<file path="src/rtl/core/cpss_pkg.sv">
// ----------------------------------------------------------------------------
// cpss_pkg
// Types, codes and limits shared by the charge phase and safety supervisor.
// ----------------------------------------------------------------------------
`default_nettype none

package cpss_pkg;

  localparam int unsigned CFG_IDX_W  = 4;
  localparam int unsigned CFG_DATA_W = 32;

  localparam logic [16:0] OV_MARGIN_MV  = 17'd100;
  localparam logic [16:0] OC_MARGIN_MA  = 17'd100;
  localparam logic [12:0] OT_MARGIN_DC  = 13'd50;
  localparam logic [15:0] DROP_LIMIT_MV = 16'd500;

  typedef enum logic [1:0] {
    OP_TICK    = 2'd0,
    OP_ENABLE  = 2'd1,
    OP_DISABLE = 2'd2,
    OP_CLR_CNT = 2'd3
  } op_t;

  typedef enum logic [2:0] {
    PH_OFF     = 3'd0,
    PH_TRICKLE = 3'd1,
    PH_CC      = 3'd2,
    PH_CV      = 3'd3,
    PH_FULL    = 3'd4,
    PH_ERROR   = 3'd5,
    PH_TIMEOUT = 3'd6,
    PH_THERMAL = 3'd7
  } phase_t;

  typedef enum logic [2:0] {
    SF_OK       = 3'd0,
    SF_OVERVOLT = 3'd1,
    SF_OVERCURR = 3'd2,
    SF_OVERTEMP = 3'd3,
    SF_TIMEOUT  = 3'd4,
    SF_BATTERY  = 3'd5
  } safety_t;

  typedef enum logic [CFG_IDX_W-1:0] {
    REG_MAX_VOLTAGE = 4'd0,
    REG_MAX_CURRENT = 4'd1,
    REG_TRICKLE_V   = 4'd2,
    REG_CV_V        = 4'd3,
    REG_FULL_I      = 4'd4,
    REG_TIMEOUT     = 4'd5,
    REG_TEMP_MAX    = 4'd6,
    REG_TEMP_MIN    = 4'd7
  } reg_idx_t;

  typedef struct packed {
    logic        [15:0] max_voltage_mv;
    logic        [14:0] max_current_ma;
    logic        [15:0] trickle_voltage_mv;
    logic        [15:0] cv_voltage_mv;
    logic        [14:0] full_current_ma;
    logic        [31:0] session_limit_ms;
    logic signed [11:0] temp_max_dc;
    logic signed [11:0] temp_min_dc;
  } cfg_t;

  typedef struct packed {
    logic        [1:0]  op;
    logic        [15:0] battery_mv;
    logic signed [15:0] charge_ma;
    logic signed [11:0] temp_dc;
    logic               usb_present;
    logic        [31:0] now_ms;
    logic               safety_due;
  } in_item_t;

  typedef struct packed {
    logic [2:0]  charge_state;
    logic [2:0]  safety_code;
    logic        enabled_out;
    logic [31:0] elapsed_ms;
    logic [31:0] cycle_count;
    logic        session_ended;
    logic        fault_event;
  } out_item_t;

endpackage

`default_nettype wire

</file>
<file path="src/rtl/core/cpss_if.sv">
// ----------------------------------------------------------------------------
// cpss channel interfaces
// Valid/ready channels for measurement items, result items and register writes.
// ----------------------------------------------------------------------------
`default_nettype none

interface cpss_in_if;
  logic               valid;
  logic               ready;
  logic        [1:0]  op;
  logic        [15:0] battery_mv;
  logic signed [15:0] charge_ma;
  logic signed [11:0] temp_dc;
  logic               usb_present;
  logic        [31:0] now_ms;
  logic               safety_due;

  modport source (output valid, op, battery_mv, charge_ma, temp_dc, usb_present, now_ms,
                  safety_due, input ready);
  modport sink (input valid, op, battery_mv, charge_ma, temp_dc, usb_present, now_ms,
                safety_due, output ready);
endinterface

interface cpss_out_if;
  logic        valid;
  logic        ready;
  logic [2:0]  charge_state;
  logic [2:0]  safety_code;
  logic        enabled_out;
  logic [31:0] elapsed_ms;
  logic [31:0] cycle_count;
  logic        session_ended;
  logic        fault_event;

  modport source (output valid, charge_state, safety_code, enabled_out, elapsed_ms,
                  cycle_count, session_ended, fault_event, input ready);
  modport sink (input valid, charge_state, safety_code, enabled_out, elapsed_ms,
                cycle_count, session_ended, fault_event, output ready);
endinterface

interface cpss_cfg_if;
  logic                                valid;
  logic                                ready;
  logic [cpss_pkg::CFG_IDX_W-1:0]      index;
  logic [cpss_pkg::CFG_DATA_W-1:0]     data;

  modport source (output valid, index, data, input ready);
  modport sink (input valid, index, data, output ready);
endinterface

`default_nettype wire

</file>
<file path="src/rtl/core/cpss_cfg_regs.sv">
// ----------------------------------------------------------------------------
// cpss_cfg_regs
// Limit and threshold registers, written through the configuration channel.
// ----------------------------------------------------------------------------
`default_nettype none

module cpss_cfg_regs (
  input  wire logic                            clk,
  input  wire logic                            rst_n,
  input  wire logic                            wr_en,
  input  wire logic [cpss_pkg::CFG_IDX_W-1:0]  wr_idx,
  input  wire logic [cpss_pkg::CFG_DATA_W-1:0] wr_data,
  output cpss_pkg::cfg_t                       cfg
);

  cpss_pkg::cfg_t cfg_r;
  cpss_pkg::cfg_t cfg_nxt;

  always_comb begin
    cfg_nxt = cfg_r;
    if (wr_en) begin
      case (cpss_pkg::reg_idx_t'(wr_idx))
        cpss_pkg::REG_MAX_VOLTAGE: cfg_nxt.max_voltage_mv     = wr_data[15:0];
        cpss_pkg::REG_MAX_CURRENT: cfg_nxt.max_current_ma     = wr_data[14:0];
        cpss_pkg::REG_TRICKLE_V:   cfg_nxt.trickle_voltage_mv = wr_data[15:0];
        cpss_pkg::REG_CV_V:        cfg_nxt.cv_voltage_mv      = wr_data[15:0];
        cpss_pkg::REG_FULL_I:      cfg_nxt.full_current_ma    = wr_data[14:0];
        cpss_pkg::REG_TIMEOUT:     cfg_nxt.session_limit_ms   = wr_data[31:0];
        cpss_pkg::REG_TEMP_MAX:    cfg_nxt.temp_max_dc        = signed'(wr_data[11:0]);
        cpss_pkg::REG_TEMP_MIN:    cfg_nxt.temp_min_dc        = signed'(wr_data[11:0]);
        default: ;
      endcase
    end
  end

  always_ff @(posedge clk) begin
    if (!rst_n) begin
      cfg_r.max_voltage_mv     <= 16'd4200;
      cfg_r.max_current_ma     <= 15'd500;
      cfg_r.trickle_voltage_mv <= 16'd3000;
      cfg_r.cv_voltage_mv      <= 16'd4100;
      cfg_r.full_current_ma    <= 15'd50;
      cfg_r.session_limit_ms   <= 32'd14400000;
      cfg_r.temp_max_dc        <= 12'sd450;
      cfg_r.temp_min_dc        <= 12'sd0;
    end else begin
      cfg_r <= cfg_nxt;
    end
  end

  assign cfg = cfg_r;

endmodule

`default_nettype wire

</file>
<file path="src/rtl/core/cpss_step.sv">
// ----------------------------------------------------------------------------
// cpss_step
// Phase classification, session timing, safety check and supervisor state.
// ----------------------------------------------------------------------------
`default_nettype none

module cpss_step (
  input  wire logic          clk,
  input  wire logic          rst_n,
  input  wire cpss_pkg::cfg_t     cfg,
  input  wire logic          fire,
  input  wire cpss_pkg::in_item_t item,
  output cpss_pkg::out_item_t res
);

  cpss_pkg::phase_t  phase_r,  phase_nxt;
  cpss_pkg::safety_t safety_r, safety_nxt;
  logic              enable_r, enable_nxt;
  logic [31:0]       start_r,  start_nxt;
  logic [31:0]       elapsed_r, elapsed_nxt;
  logic [15:0]       prior_r,  prior_nxt;
  logic [31:0]       cycles_r, cycles_nxt;

  cpss_pkg::phase_t  next_ph;
  cpss_pkg::safety_t chk;
  logic              ended;
  logic              fault;
  logic              therm;
  logic              timed_out;
  logic              timed_out_new;
  logic [31:0]       start_tick;
  logic [31:0]       elapsed_tick;
  logic [16:0]       ov_lim;
  logic signed [16:0] oc_lim;
  logic signed [12:0] ot_lim;
  logic [15:0]       drop;

  assign ov_lim = {1'b0, cfg.max_voltage_mv} + cpss_pkg::OV_MARGIN_MV;
  assign oc_lim = signed'({2'b00, cfg.max_current_ma} + cpss_pkg::OC_MARGIN_MA);
  assign ot_lim = 13'(signed'({cfg.temp_max_dc[11], cfg.temp_max_dc}))
                  + signed'(cpss_pkg::OT_MARGIN_DC);
  assign drop   = prior_r - item.battery_mv;
  assign therm  = (item.temp_dc > cfg.temp_max_dc) || (item.temp_dc < cfg.temp_min_dc);
  assign timed_out = elapsed_r > cfg.session_limit_ms;
  assign start_tick = ((phase_r == cpss_pkg::PH_OFF) && (next_ph != cpss_pkg::PH_OFF)) ?
                      item.now_ms : start_r;
  assign elapsed_tick = (next_ph != cpss_pkg::PH_OFF) ? item.now_ms - start_tick : 32'd0;
  assign timed_out_new = elapsed_tick > cfg.session_limit_ms;

  always_comb begin
    priority if (!enable_r || !item.usb_present) next_ph = cpss_pkg::PH_OFF;
    else if (safety_r != cpss_pkg::SF_OK)           next_ph = cpss_pkg::PH_ERROR;
    else if (timed_out)                             next_ph = cpss_pkg::PH_TIMEOUT;
    else if (therm)                                 next_ph = cpss_pkg::PH_THERMAL;
    else if (item.battery_mv < cfg.trickle_voltage_mv) next_ph = cpss_pkg::PH_TRICKLE;
    else if (item.battery_mv < cfg.cv_voltage_mv)   next_ph = cpss_pkg::PH_CC;
    else if (item.charge_ma > signed'({1'b0, cfg.full_current_ma}))
                                                    next_ph = cpss_pkg::PH_CV;
    else                                            next_ph = cpss_pkg::PH_FULL;
  end

  always_comb begin
    priority if ({1'b0, item.battery_mv} > ov_lim)           chk = cpss_pkg::SF_OVERVOLT;
    else if (17'(item.charge_ma) > oc_lim)                   chk = cpss_pkg::SF_OVERCURR;
    else if (13'(item.temp_dc) > ot_lim)                     chk = cpss_pkg::SF_OVERTEMP;
    else if (timed_out_new)                                  chk = cpss_pkg::SF_TIMEOUT;
    else if ((prior_r > item.battery_mv) && (drop > cpss_pkg::DROP_LIMIT_MV))
                                                             chk = cpss_pkg::SF_BATTERY;
    else                                                     chk = cpss_pkg::SF_OK;
  end

  always_comb begin
    phase_nxt   = phase_r;
    safety_nxt  = safety_r;
    enable_nxt  = enable_r;
    start_nxt   = start_r;
    elapsed_nxt = elapsed_r;
    prior_nxt   = prior_r;
    cycles_nxt  = cycles_r;
    ended       = 1'b0;
    fault       = 1'b0;
    unique case (cpss_pkg::op_t'(item.op))
      cpss_pkg::OP_TICK: begin
        if (next_ph != phase_r) begin
          if (phase_r == cpss_pkg::PH_OFF) begin
            start_nxt = item.now_ms;
          end else if (next_ph == cpss_pkg::PH_OFF) begin
            cycles_nxt = cycles_r + 32'd1;
            ended      = 1'b1;
          end
        end
        phase_nxt   = next_ph;
        elapsed_nxt = elapsed_tick;
        if (item.safety_due) begin
          safety_nxt = chk;
          if (chk == cpss_pkg::SF_OK) begin
            prior_nxt = item.battery_mv;
          end else begin
            fault = 1'b1;
            if (chk != cpss_pkg::SF_TIMEOUT) enable_nxt = 1'b0;
          end
        end
      end
      cpss_pkg::OP_ENABLE:  enable_nxt = 1'b1;
      cpss_pkg::OP_DISABLE: enable_nxt = 1'b0;
      cpss_pkg::OP_CLR_CNT: cycles_nxt = 32'd0;
    endcase
  end

  always_ff @(posedge clk) begin
    if (!rst_n) begin
      phase_r   <= cpss_pkg::PH_OFF;
      safety_r  <= cpss_pkg::SF_OK;
      enable_r  <= 1'b1;
      start_r   <= 32'd0;
      elapsed_r <= 32'd0;
      prior_r   <= 16'd0;
      cycles_r  <= 32'd0;
    end else if (fire) begin
      phase_r   <= phase_nxt;
      safety_r  <= safety_nxt;
      enable_r  <= enable_nxt;
      start_r   <= start_nxt;
      elapsed_r <= elapsed_nxt;
      prior_r   <= prior_nxt;
      cycles_r  <= cycles_nxt;
    end
  end

  assign res.charge_state  = phase_nxt;
  assign res.safety_code   = safety_nxt;
  assign res.enabled_out   = enable_nxt;
  assign res.elapsed_ms    = elapsed_nxt;
  assign res.cycle_count   = cycles_nxt;
  assign res.session_ended = ended;
  assign res.fault_event   = fault;

endmodule

`default_nettype wire

</file>
<file path="src/rtl/core/charger_phase_safety_supervisor_unit.sv">
// ----------------------------------------------------------------------------
// charger_phase_safety_supervisor_unit
// CC/CV charge phase and safety supervisor: one result item per input item.
// ----------------------------------------------------------------------------
//  channel  dir  handshake      payload
//  in_if    in   valid/ready    op, battery_mv, charge_ma, temp_dc, usb_present,
//                               now_ms, safety_due
//  out_if   out  valid/ready    charge_state, safety_code, enabled_out, elapsed_ms,
//                               cycle_count, session_ended, fault_event
//  cfg_if   in   valid/ready    index, data (always ready)
//
//  One item per cycle sustained while the result channel is not stalled; items
//  pass through the input register and the result register, with the single
//  pass of classify and check logic between them. Synchronous reset restores
//  limits and supervisor state. A stalled result holds in the output register
//  while the input register still takes one more item.
// ----------------------------------------------------------------------------
`default_nettype none

module charger_phase_safety_supervisor_unit (
  input  wire logic  clk,
  input  wire logic  rst_n,
  cpss_in_if.sink    in_if,
  cpss_out_if.source out_if,
  cpss_cfg_if.sink   cfg_if
);

  cpss_pkg::cfg_t      cfg;
  cpss_pkg::in_item_t  in_r;
  cpss_pkg::out_item_t res;
  cpss_pkg::out_item_t out_r;
  logic                in_v_r;
  logic                out_v_r;
  logic                out_free;
  logic                fire;
  logic                take;

  assign cfg_if.ready = 1'b1;

  cpss_cfg_regs u_cfg (
    .clk     (clk),
    .rst_n   (rst_n),
    .wr_en   (cfg_if.valid),
    .wr_idx  (cfg_if.index),
    .wr_data (cfg_if.data),
    .cfg     (cfg)
  );

  assign out_free    = !out_v_r || out_if.ready;
  assign fire        = in_v_r && out_free;
  assign in_if.ready = !in_v_r || out_free;
  assign take        = in_if.valid && in_if.ready;

  always_ff @(posedge clk) begin
    if (!rst_n) begin
      in_v_r <= 1'b0;
    end else if (in_if.ready) begin
      in_v_r <= in_if.valid;
    end
  end

  always_ff @(posedge clk) begin
    if (take) begin
      in_r.op          <= in_if.op;
      in_r.battery_mv  <= in_if.battery_mv;
      in_r.charge_ma   <= in_if.charge_ma;
      in_r.temp_dc     <= in_if.temp_dc;
      in_r.usb_present <= in_if.usb_present;
      in_r.now_ms      <= in_if.now_ms;
      in_r.safety_due  <= in_if.safety_due;
    end
  end

  cpss_step u_step (
    .clk   (clk),
    .rst_n (rst_n),
    .cfg   (cfg),
    .fire  (fire),
    .item  (in_r),
    .res   (res)
  );

  always_ff @(posedge clk) begin
    if (!rst_n) begin
      out_v_r <= 1'b0;
    end else if (out_free) begin
      out_v_r <= in_v_r;
    end
  end

  always_ff @(posedge clk) begin
    if (fire) begin
      out_r <= res;
    end
  end

  assign out_if.valid         = out_v_r;
  assign out_if.charge_state  = out_r.charge_state;
  assign out_if.safety_code   = out_r.safety_code;
  assign out_if.enabled_out   = out_r.enabled_out;
  assign out_if.elapsed_ms    = out_r.elapsed_ms;
  assign out_if.cycle_count   = out_r.cycle_count;
  assign out_if.session_ended = out_r.session_ended;
  assign out_if.fault_event   = out_r.fault_event;

endmodule

`default_nettype wire

</file>
<file path="src/flat_wrapper.sv">
// flat-port wrapper written by rule: the top's interface ports become plain ports
module charger_phase_safety_supervisor_unit_flat 
  (clk, rst_n, in_if_valid, in_if_op, in_if_battery_mv, in_if_charge_ma, in_if_temp_dc, in_if_usb_present, in_if_now_ms, in_if_safety_due, in_if_ready, out_if_valid, out_if_charge_state, out_if_safety_code, out_if_enabled_out, out_if_elapsed_ms, out_if_cycle_count, out_if_session_ended, out_if_fault_event, out_if_ready, cfg_if_valid, cfg_if_index, cfg_if_data, cfg_if_ready);
  cpss_in_if in_if_i ();
  cpss_out_if out_if_i ();
  cpss_cfg_if cfg_if_i ();
  input  wire logic clk;
  input  wire logic rst_n;
  input wire logic [$bits(in_if_i.valid)-1:0] in_if_valid;
  input wire logic [$bits(in_if_i.op)-1:0] in_if_op;
  input wire logic [$bits(in_if_i.battery_mv)-1:0] in_if_battery_mv;
  input wire logic [$bits(in_if_i.charge_ma)-1:0] in_if_charge_ma;
  input wire logic [$bits(in_if_i.temp_dc)-1:0] in_if_temp_dc;
  input wire logic [$bits(in_if_i.usb_present)-1:0] in_if_usb_present;
  input wire logic [$bits(in_if_i.now_ms)-1:0] in_if_now_ms;
  input wire logic [$bits(in_if_i.safety_due)-1:0] in_if_safety_due;
  output wire logic [$bits(in_if_i.ready)-1:0] in_if_ready;
  output wire logic [$bits(out_if_i.valid)-1:0] out_if_valid;
  output wire logic [$bits(out_if_i.charge_state)-1:0] out_if_charge_state;
  output wire logic [$bits(out_if_i.safety_code)-1:0] out_if_safety_code;
  output wire logic [$bits(out_if_i.enabled_out)-1:0] out_if_enabled_out;
  output wire logic [$bits(out_if_i.elapsed_ms)-1:0] out_if_elapsed_ms;
  output wire logic [$bits(out_if_i.cycle_count)-1:0] out_if_cycle_count;
  output wire logic [$bits(out_if_i.session_ended)-1:0] out_if_session_ended;
  output wire logic [$bits(out_if_i.fault_event)-1:0] out_if_fault_event;
  input wire logic [$bits(out_if_i.ready)-1:0] out_if_ready;
  input wire logic [$bits(cfg_if_i.valid)-1:0] cfg_if_valid;
  input wire logic [$bits(cfg_if_i.index)-1:0] cfg_if_index;
  input wire logic [$bits(cfg_if_i.data)-1:0] cfg_if_data;
  output wire logic [$bits(cfg_if_i.ready)-1:0] cfg_if_ready;
  assign in_if_i.valid = in_if_valid;
  assign in_if_i.op = in_if_op;
  assign in_if_i.battery_mv = in_if_battery_mv;
  assign in_if_i.charge_ma = in_if_charge_ma;
  assign in_if_i.temp_dc = in_if_temp_dc;
  assign in_if_i.usb_present = in_if_usb_present;
  assign in_if_i.now_ms = in_if_now_ms;
  assign in_if_i.safety_due = in_if_safety_due;
  assign in_if_ready = in_if_i.ready;
  assign out_if_valid = out_if_i.valid;
  assign out_if_charge_state = out_if_i.charge_state;
  assign out_if_safety_code = out_if_i.safety_code;
  assign out_if_enabled_out = out_if_i.enabled_out;
  assign out_if_elapsed_ms = out_if_i.elapsed_ms;
  assign out_if_cycle_count = out_if_i.cycle_count;
  assign out_if_session_ended = out_if_i.session_ended;
  assign out_if_fault_event = out_if_i.fault_event;
  assign out_if_i.ready = out_if_ready;
  assign cfg_if_i.valid = cfg_if_valid;
  assign cfg_if_i.index = cfg_if_index;
  assign cfg_if_i.data = cfg_if_data;
  assign cfg_if_ready = cfg_if_i.ready;
  charger_phase_safety_supervisor_unit u_core (.clk(clk), .rst_n(rst_n), .in_if(in_if_i), .out_if(out_if_i), .cfg_if(cfg_if_i));
endmodule
</file>
<file path="config.mk">
export PLATFORM = sky130hd
export DESIGN_NAME = charger_phase_safety_supervisor_unit_flat
export DESIGN_NICKNAME = d
export VERILOG_FILES = /design/src/rtl/core/cpss_pkg.sv /design/src/rtl/core/cpss_if.sv /design/src/rtl/core/cpss_cfg_regs.sv /design/src/rtl/core/cpss_step.sv /design/src/rtl/core/charger_phase_safety_supervisor_unit.sv /design/src/flat_wrapper.sv
export SDC_FILE = /design/constraint.sdc
export NUM_CORES = 1
export LEC_CHECK = 0
export BUFFER_PORTS_ARGS = -buffer_cell sky130_fd_sc_hd__buf_2
export CAP_MARGIN = 20
export CELL_PAD_IN_SITES_DETAIL_PLACEMENT = 0
export CELL_PAD_IN_SITES_GLOBAL_PLACEMENT = 1
export CORE_AREA = 2 2 180 271
export DETAILED_ROUTE_END_ITERATION = 8
export DIE_AREA = 0 0 182 273
export GPL_ROUTABILITY_DRIVEN = 0
export PLACE_DENSITY = 0.82
export SETUP_SLACK_MARGIN = 0.05
export SYNTH_ARGS = -nofsm -noshare
export SYNTH_HDL_FRONTEND = slang
export SYNTH_SLANG_ARGS = --single-unit
</file>
<file path="constraint.sdc">
create_clock -name clk -period 12.6 [get_ports clk]
set_input_delay 2.52 -clock clk [delete_from_list [all_inputs] [get_ports clk]]
set_output_delay 2.52 -clock clk [all_outputs]
set_load 0.01 [all_outputs]
</file>
# After elaboration in Yosys (flattened, before gate mapping)

Cells that the tools add are included.

Bits in registers: 408
Input bits: 121
Output and inout port bits: 76
Word-level logic and storage cells: 122

$add $sub $neg: 6
$lt $le $gt $ge: 12
Equal/unequal tests: 12
Mux-type cells: 28
Bitwise gates (word level): 2
Reduce and logical (&&, ||, !) cells: 31

Operators by type and width:

| cell                                                           | count |
|---|---|
| two-way mux 32 bit                                             | 6 |
| greater-than comparator 32 bit                                 | 2 |
| one-hot mux 32 bit (2 select lines)                            | 1 |
| two-way mux 3 bit                                              | 15 |
| greater-than comparator 16 x 17 -> 1 bit                       | 2 |
| adder 32 x 1 -> 32 bit, second input constant                  | 1 |
| greater-than comparator 16 bit                                 | 2 |
| less-than comparator 16 bit                                    | 2 |
| subtractor 32 bit                                              | 1 |
| AND reduction 2 bit                                            | 9 |
| adder 16 x 7 -> 17 bit, second input constant                  | 1 |
| adder 15 x 7 -> 16 bit, second input constant                  | 1 |
| equality test 4 x 3 -> 1 bit, second input constant            | 4 |
| greater-than comparator 16 x 9 -> 1 bit, second input constant | 1 |
| subtractor 16 bit                                              | 1 |
| adder 12 x 7 -> 13 bit, second input constant                  | 1 |
| greater-than comparator 12 x 13 -> 1 bit                       | 1 |
| greater-than comparator 12 bit                                 | 1 |
| less-than comparator 12 bit                                    | 1 |
| logical NOT 3 bit                                              | 3 |
| equality test 4 x 2 -> 1 bit, second input constant            | 2 |
| AND reduction 4 bit                                            | 2 |
| nonzero test 3 bit                                             | 2 |
| two-way mux 1 bit                                              | 5 |
| other kinds (13)                                               | 24 |

# Logic depth before layout (Yosys ltp)

Depth in word-level cells: 23
Mapped depth: 29
Depth with buffers taken out: 27

# Cells and area by module

Synthesis repeated with hierarchy kept, for this count alone.

Cell total of the unflattened synthesis: 2377
Area, all modules: 23107.2 µm²

Modules (own cells, without submodules):

| module                               | instances | cells each | area an instance (µm²) | seq. area each (µm²) |
|---|---|---|---|---|
| cpss_step                            | 1         | 1688       | 13286.5                | 2382.3 |
| cpss_cfg_regs                        | 1         | 525        | 5111.2                 | 2682.6 |
| charger_phase_safety_supervisor_unit | 1         | 164        | 4709.5                 | 4634.4 |

# Worst setup path before layout

OpenSTA, ideal clock, no wires.

Kind: input -> register
Start: input port out_if_ready
End: register u_core.out_r, in the netlist u_core.out_if.charge_state[0] (enable)
Setup time: 466 ps
Arrival: 5237 ps
Slack: 6897 ps
Cell stages on the path: 5
Path through: nor2b_1 nand2b_1 inv_1 clkbuf_1 clkbuf_1

Cells in the longest elaborated chain, start to end: 2

RTL lines:

| what                 | RTL line                                   | source |
|---|---|---|
| from (decl)          | flat_wrapper.sv:26                         | `input wire logic [$bits(out_if_i.ready)-1:0] out_if_ready;` |
| logical OR 1 bit     | charger_phase_safety_supervisor_unit.sv:49 | `assign out_free = !out_v_r \|\| out_if.ready;` |
| logical AND 1 bit    | charger_phase_safety_supervisor_unit.sv:50 | `assign fire = in_v_r && out_free;` |
| net u_core.fire      | charger_phase_safety_supervisor_unit.sv:35 | `logic fire;` |
| to (signal assigned) | charger_phase_safety_supervisor_unit.sv:93 | `out_r <= res;` |
| to (decl)            | charger_phase_safety_supervisor_unit.sv:31 | `cpss_pkg::out_item_t out_r;` |

The timed path passes the listed nets, and every way through them passes these cells.
A chain may end at the register's enable or synchronous reset.

# Final worst setup path

Start: register u_core.u_step.phase_r[1]
End: register u_core.u_step.prior_r[1]

Cells in the longest elaborated chain, start to end: 12

RTL lines:

| what                                 | RTL line         | source |
|---|---|---|
| from (decl)                          | cpss_step.sv:16  | `cpss_pkg::phase_t phase_r, phase_nxt;` |
| from (signal assigned)               | cpss_step.sv:112 | `phase_r <= cpss_pkg::PH_OFF;` |
| from (signal assigned)               | cpss_step.sv:120 | `phase_r <= phase_nxt;` |
| logical NOT 3 bit                    | cpss_step.sv:45  | `assign start_tick = ((phase_r == cpss_pkg::PH_OFF) && (next_ph != cpss_pkg::PH_OFF)) ?` |
| logical AND 1 bit                    | cpss_step.sv:45  |  |
| two-way mux 32 bit                   | cpss_step.sv:45  |  |
| subtractor 32 bit                    | cpss_step.sv:47  | `assign elapsed_tick = (next_ph != cpss_pkg::PH_OFF) ? item.now_ms - start_tick : 32'd0;` |
| two-way mux 32 bit                   | cpss_step.sv:47  |  |
| greater-than comparator 32 bit       | cpss_step.sv:48  | `assign timed_out_new = elapsed_tick > cfg.session_limit_ms;` |
| two-way mux 3 bit                    | cpss_step.sv:66  | `else if (timed_out_new) chk = cpss_pkg::SF_TIMEOUT;` |
| two-way mux 3 bit                    | cpss_step.sv:65  | `else if (13'(item.temp_dc) > ot_lim) chk = cpss_pkg::SF_OVERTEMP;` |
| two-way mux 3 bit                    | cpss_step.sv:64  | `else if (17'(item.charge_ma) > oc_lim) chk = cpss_pkg::SF_OVERCURR;` |
| two-way mux 3 bit                    | cpss_step.sv:63  | `priority if ({1'b0, item.battery_mv} > ov_lim) chk = cpss_pkg::SF_OVERVOLT;` |
| logical NOT 3 bit                    | cpss_step.sv:96  | `if (chk == cpss_pkg::SF_OK) begin` |
| AND reduction 4 bit (no source line) | --               |  |
| to (signal assigned)                 | cpss_step.sv:125 | `prior_r <= prior_nxt;` |
| to (decl)                            | cpss_step.sv:21  | `logic [15:0] prior_r, prior_nxt;` |

No other way between the ends.

==> out/summary.txt <==
Setup TNS Final: 0 ns
Port-buffer cells: 195
Hold Path Depth: 2
I/O pin cnt: 197
MaxCap Viol Count: 0
Proportion of layout cells with a drive suffix above 1: 12.3%
TritonRoute pass-1 iters: 5
Vias in the first global route: 19100
CTS Hold Bufs: 0
First-pass GRT wire length: 101 mm
Worst Hold End: u_core.u_step.elapsed_r[0]
WL final: 63.5 mm
Worst setup EP type: flop
Initial antenna violation count: 3
Die footprint: 49700 sq um
Sw frac: 27.6%
Post-synthesis area per instance: 8.98 sq um
Num CTS Buffers: 42
R2r worst-path depth: 25
Synth Area in Compound Gates: 14.3%
Syn Inst Count: 2609
XOR/XNOR Fraction of Synth Area: 3.59%
Worst-path maximum fanout: 33
Largest family of logic cells by synthesized area: simple AND/OR/NAND/NOR gates
Part of the Yosys area used for sequential elements: 41.4%
Yosys top cell by area: dfxtp_1
Max Slew Vio Count: 0
Syn Nets: 2963
Final period utilization: 54.3%
FF-to-FF End: u_core.u_step.prior_r[1]
Root Buffer: clkbuf_16
CP Launch Type: flop
Combinational power share: 15.6%
RSZ-0062 raised after global routing: false
Core Footprint: 47300 sq um
Internal power: 2.36 mW
Critical path class: flop to flop
Hold Startpoint: u_core.u_step.elapsed_r[0]
Outcome: complete, no violations
Peak supply drop: 0.000101 V
Setup Fix Bufs, Post-CTS: 0
Routed len/inst: 18.8 um
Yosys warns: 0
Share of total power in sequential cells: 44.7%
CTS tree: built
Worst-path clk slew: 0.06 ns
Synth Flop Type: dfxtp_1
Post-cts sizing count: 0
Hold Fails Final Rpt: 0
Clk buf depth: 3
Synth Area in Simple Gates: 19.3%
Antenna Violating Nets Remaining: 0
Tot GR Track Use: 25.2%
Top cells by area, synth: dfxtp_1 (22%), edfxtp_1 (20%), ha_1 (12%), nand2_1 (7.2%), a21oi_1 (4.5%)
Reg2reg setup slack: 5.75 ns
Yosys top cell area share: 21.8%
Initial core utilization: 49.5%
HP Class: flop to flop
Worst Path Required: 13.03 ns
CTS HTree Levels: 2
Worst-margin pin slew: 1.03 ns
Final Total Pwr: 3.25 mW
Via density: 5.73
Nets@finish: 3092
Mux cell area share after synthesis: 4.01%
GRT overflow: 0
Fmax: 146 MHz
Area Overhead vs Synth: 12.2%
Iter 0 DRT Violations: 1266
Final cell count without fillers: 3371
Max Clock Skew: 0.0277 ns
Place WS: 5.62 ns
Largest net degree at the start of global routing: 94
DR DRC count: 0
Diodes inserted: 0
Num Clock Sinks: 408
Clock latency on the worst-skew pair: 0.57 ns
Synth Cell Area: 23400 sq um
DP Wirelength: 46.1 mm
Die height: 273 um
NetSw: 0.898 mW
Rows: 98
Pwr dens: 124 nW/um^2
Adder and majority cell fraction of the synthesized area: 12.5%
Asr flop ratio synth: 0%
Final worst slack: 5.75 ns
Clk network pwr share: 39.7%
Distinct cell type count of the synthesized netlist: 83
Pleak: 10.8 nW
R2R Path Start: u_core.u_step.phase_r[1]
Worst relative slew slack: 30.9%
Post-synth EDFFs: 153
Final setup violation count: 0
Worst Path Arrival: 7.28 ns
Detailed-route via count: 19300
Placed cells: 3293
Die W: 182 um
Final min period: 6.85 ns
Synthesis-stage register bit count: 408
==> metal layers <==
| layer | global-route usage (%) | share of wire [%] |
|---|---|---|
| met1 | 30.5 | 42 |
| met4 | 10.1 | 4.0 |
| met5 | 0 | 0.039 |
| met3 | 2.88 | 4.3 |
| met2 | 45.6 | 50 |
==> power by group through the flow <==
stage	Clock, mW	Sequential (mW)	Combinational [mW]
after global routing	1.36	1.46	0.565
after CTS	1.32	1.45	0.507
after floorplan	0	1.47	0.351
after detailed placement	0	1.48	0.503
after global placement	0	1.48	0.495
final	1.29	1.45	0.509
==> cell usage after synthesis, types with 8 or more instances <==
| master | n |
|---|---|
| o21ai_0 | 56 |
| and3_1 | 46 |
| and2_1 | 13 |
| dfxtp_1 | 255 |
| nor3_1 | 43 |
| and4_1 | 9 |
| a21oi_1 | 209 |
| o211ai_1 | 41 |
| xnor2_1 | 46 |
| nand2_1 | 452 |
| a31oi_1 | 20 |
| mux2_2 | 23 |
| a21o_1 | 43 |
| xor2_1 | 50 |
| nand3_1 | 87 |
| mux2i_1 | 68 |
| or3_1 | 10 |
| o21a_1 | 28 |
| a2111oi_0 | 8 |
| nand4_1 | 80 |
| clkbuf_1 | 111 |
| edfxtp_1 | 153 |
| nor3b_1 | 8 |
| buf_1 | 10 |
| inv_1 | 157 |
| ha_1 | 231 |
| a211oi_1 | 13 |
| nor2b_1 | 32 |
| a32oi_1 | 31 |
| nand2b_1 | 19 |
| nor2_1 | 140 |
==> cells by family after synthesis <==
logic type	after synthesis
buffers and inverters	290
adders and majority gates	233
muxes	91
xor gates and xnor gates	96
other	1
DFF	408
and+or+nand+nor	968
AOI/OAI and AO/OA	522
==> worst max-delay path, cell delays in order (launching register included) <==
cell	delay [ns]
dfxtp_1	0.44
nor3_1	0.65
nand2_2	0.07
buf_4	0.31
nor2_1	0.15
a21o_1	0.14
inv_1	0.06
ha_1	0.25
nor2b_1	0.13
o21a_1	0.18
o21ai_0	0.38
a21oi_1	0.17
and2_1	0.22
o21a_1	0.18
o21a_1	0.16
nor3_1	0.19
ha_1	0.30
a21o_1	0.19
a21o_1	0.16
a2111oi_0	0.48
o22ai_1	0.17
o311ai_0	0.82
nand2_1	0.24
nand4bb_1	0.23
buf_4	0.24
mux2i_1	0.15
==> area by class of cell <==
| type | instances | area, sq um |
|---|---|---|
| clock buffer | 61 | 1310 |
| clock inverter | 16 | 124 |
| fill | 4334 | 21000 |
| inverter | 158 | 598 |
| multi-input combinational | 1911 | 12700 |
| sequential | 408 | 9700 |
| tap | 600 | 751 |
| timing repair buffer | 217 | 1160 |
==> flip-flops by register name (all words and copies together), names as in the netlist <==
name / flops
u_core.u_cfg.cfg: 134
u_core.in_r: 80
u_core.out_if.cycle_count: 32
u_core.out_if.elapsed_ms: 32
u_core.u_step.cycles_r: 32
u_core.u_step.elapsed_r: 32
u_core.u_step.start_r: 32
u_core.u_step.prior_r: 16
u_core.out_if.charge_state: 3
u_core.out_if.safety_code: 3
u_core.u_step.phase_r: 3
u_core.u_step.safety_r: 3
u_core.in_v_r: 1
u_core.out_if.enabled_out: 1
u_core.out_if.fault_event: 1
u_core.out_if.session_ended: 1
u_core.out_if.valid: 1
u_core.u_step.enable_r: 1
==> cell usage in the layout (no fill, tap or decap), drive strengths merged, types with 9 or more instances in the layout <==
| cell type | synthesis | routed |
|---|---|---|
| a211oi | 13 | 13 |
| nor3 | 45 | 45 |
| dfxtp | 255 | 255 |
| nor2 | 140 | 140 |
| a32oi | 31 | 31 |
| clkinv | 1 | 9 |
| o21ai | 61 | 61 |
| and4 | 9 | 9 |
| a21o | 43 | 43 |
| and3 | 46 | 46 |
| o211ai | 41 | 41 |
| a31oi | 21 | 21 |
| nand3 | 87 | 87 |
| nand2 | 452 | 452 |
| ha | 231 | 231 |
| xnor2 | 46 | 46 |
| buf | 18 | 217 |
| nand4 | 80 | 80 |
| inv | 157 | 163 |
| o21a | 28 | 28 |
| clkbuf | 114 | 61 |
| mux2 | 23 | 23 |
| edfxtp | 153 | 153 |
| and2 | 13 | 13 |
| xor2 | 50 | 50 |
| a21oi | 211 | 211 |
| or3 | 10 | 10 |
| nand2b | 19 | 19 |
| nor2b | 33 | 33 |
| mux2i | 68 | 68 |
==> per-stage QoR <==
step	hold WS [ns]	util, %	instance area, sq um
2_1_floorplan	0.432	-	23400
3_3_place_gp	0.442	52.5	24800
3_5_place_dp	0.447	52.5	24800
4_1_cts	0.456	55.5	26300
5_1_grt	0.473	55.6	26300
6_report	0.454	55.6	26300
==> worst max path at each step <==
stage | startpoint | endpoint | slack, ns
after CTS | u_core.u_step.phase_r[1] | u_core.u_step.prior_r[1] | 5.60
after global routing | u_core.u_step.phase_r[1] | u_core.u_step.prior_r[1] | 5.20
after global placement | u_core.u_step.phase_r[1] | u_core.u_step.prior_r[0] | 5.75
final | u_core.u_step.phase_r[1] | u_core.u_step.prior_r[1] | 5.75
after detailed placement | u_core.u_step.phase_r[1] | u_core.u_step.prior_r[1] | 5.62
after floorplan | out_if_ready | u_core.out_if.charge_state[0] | 6.90
Power figures use the tool's default switching activity.
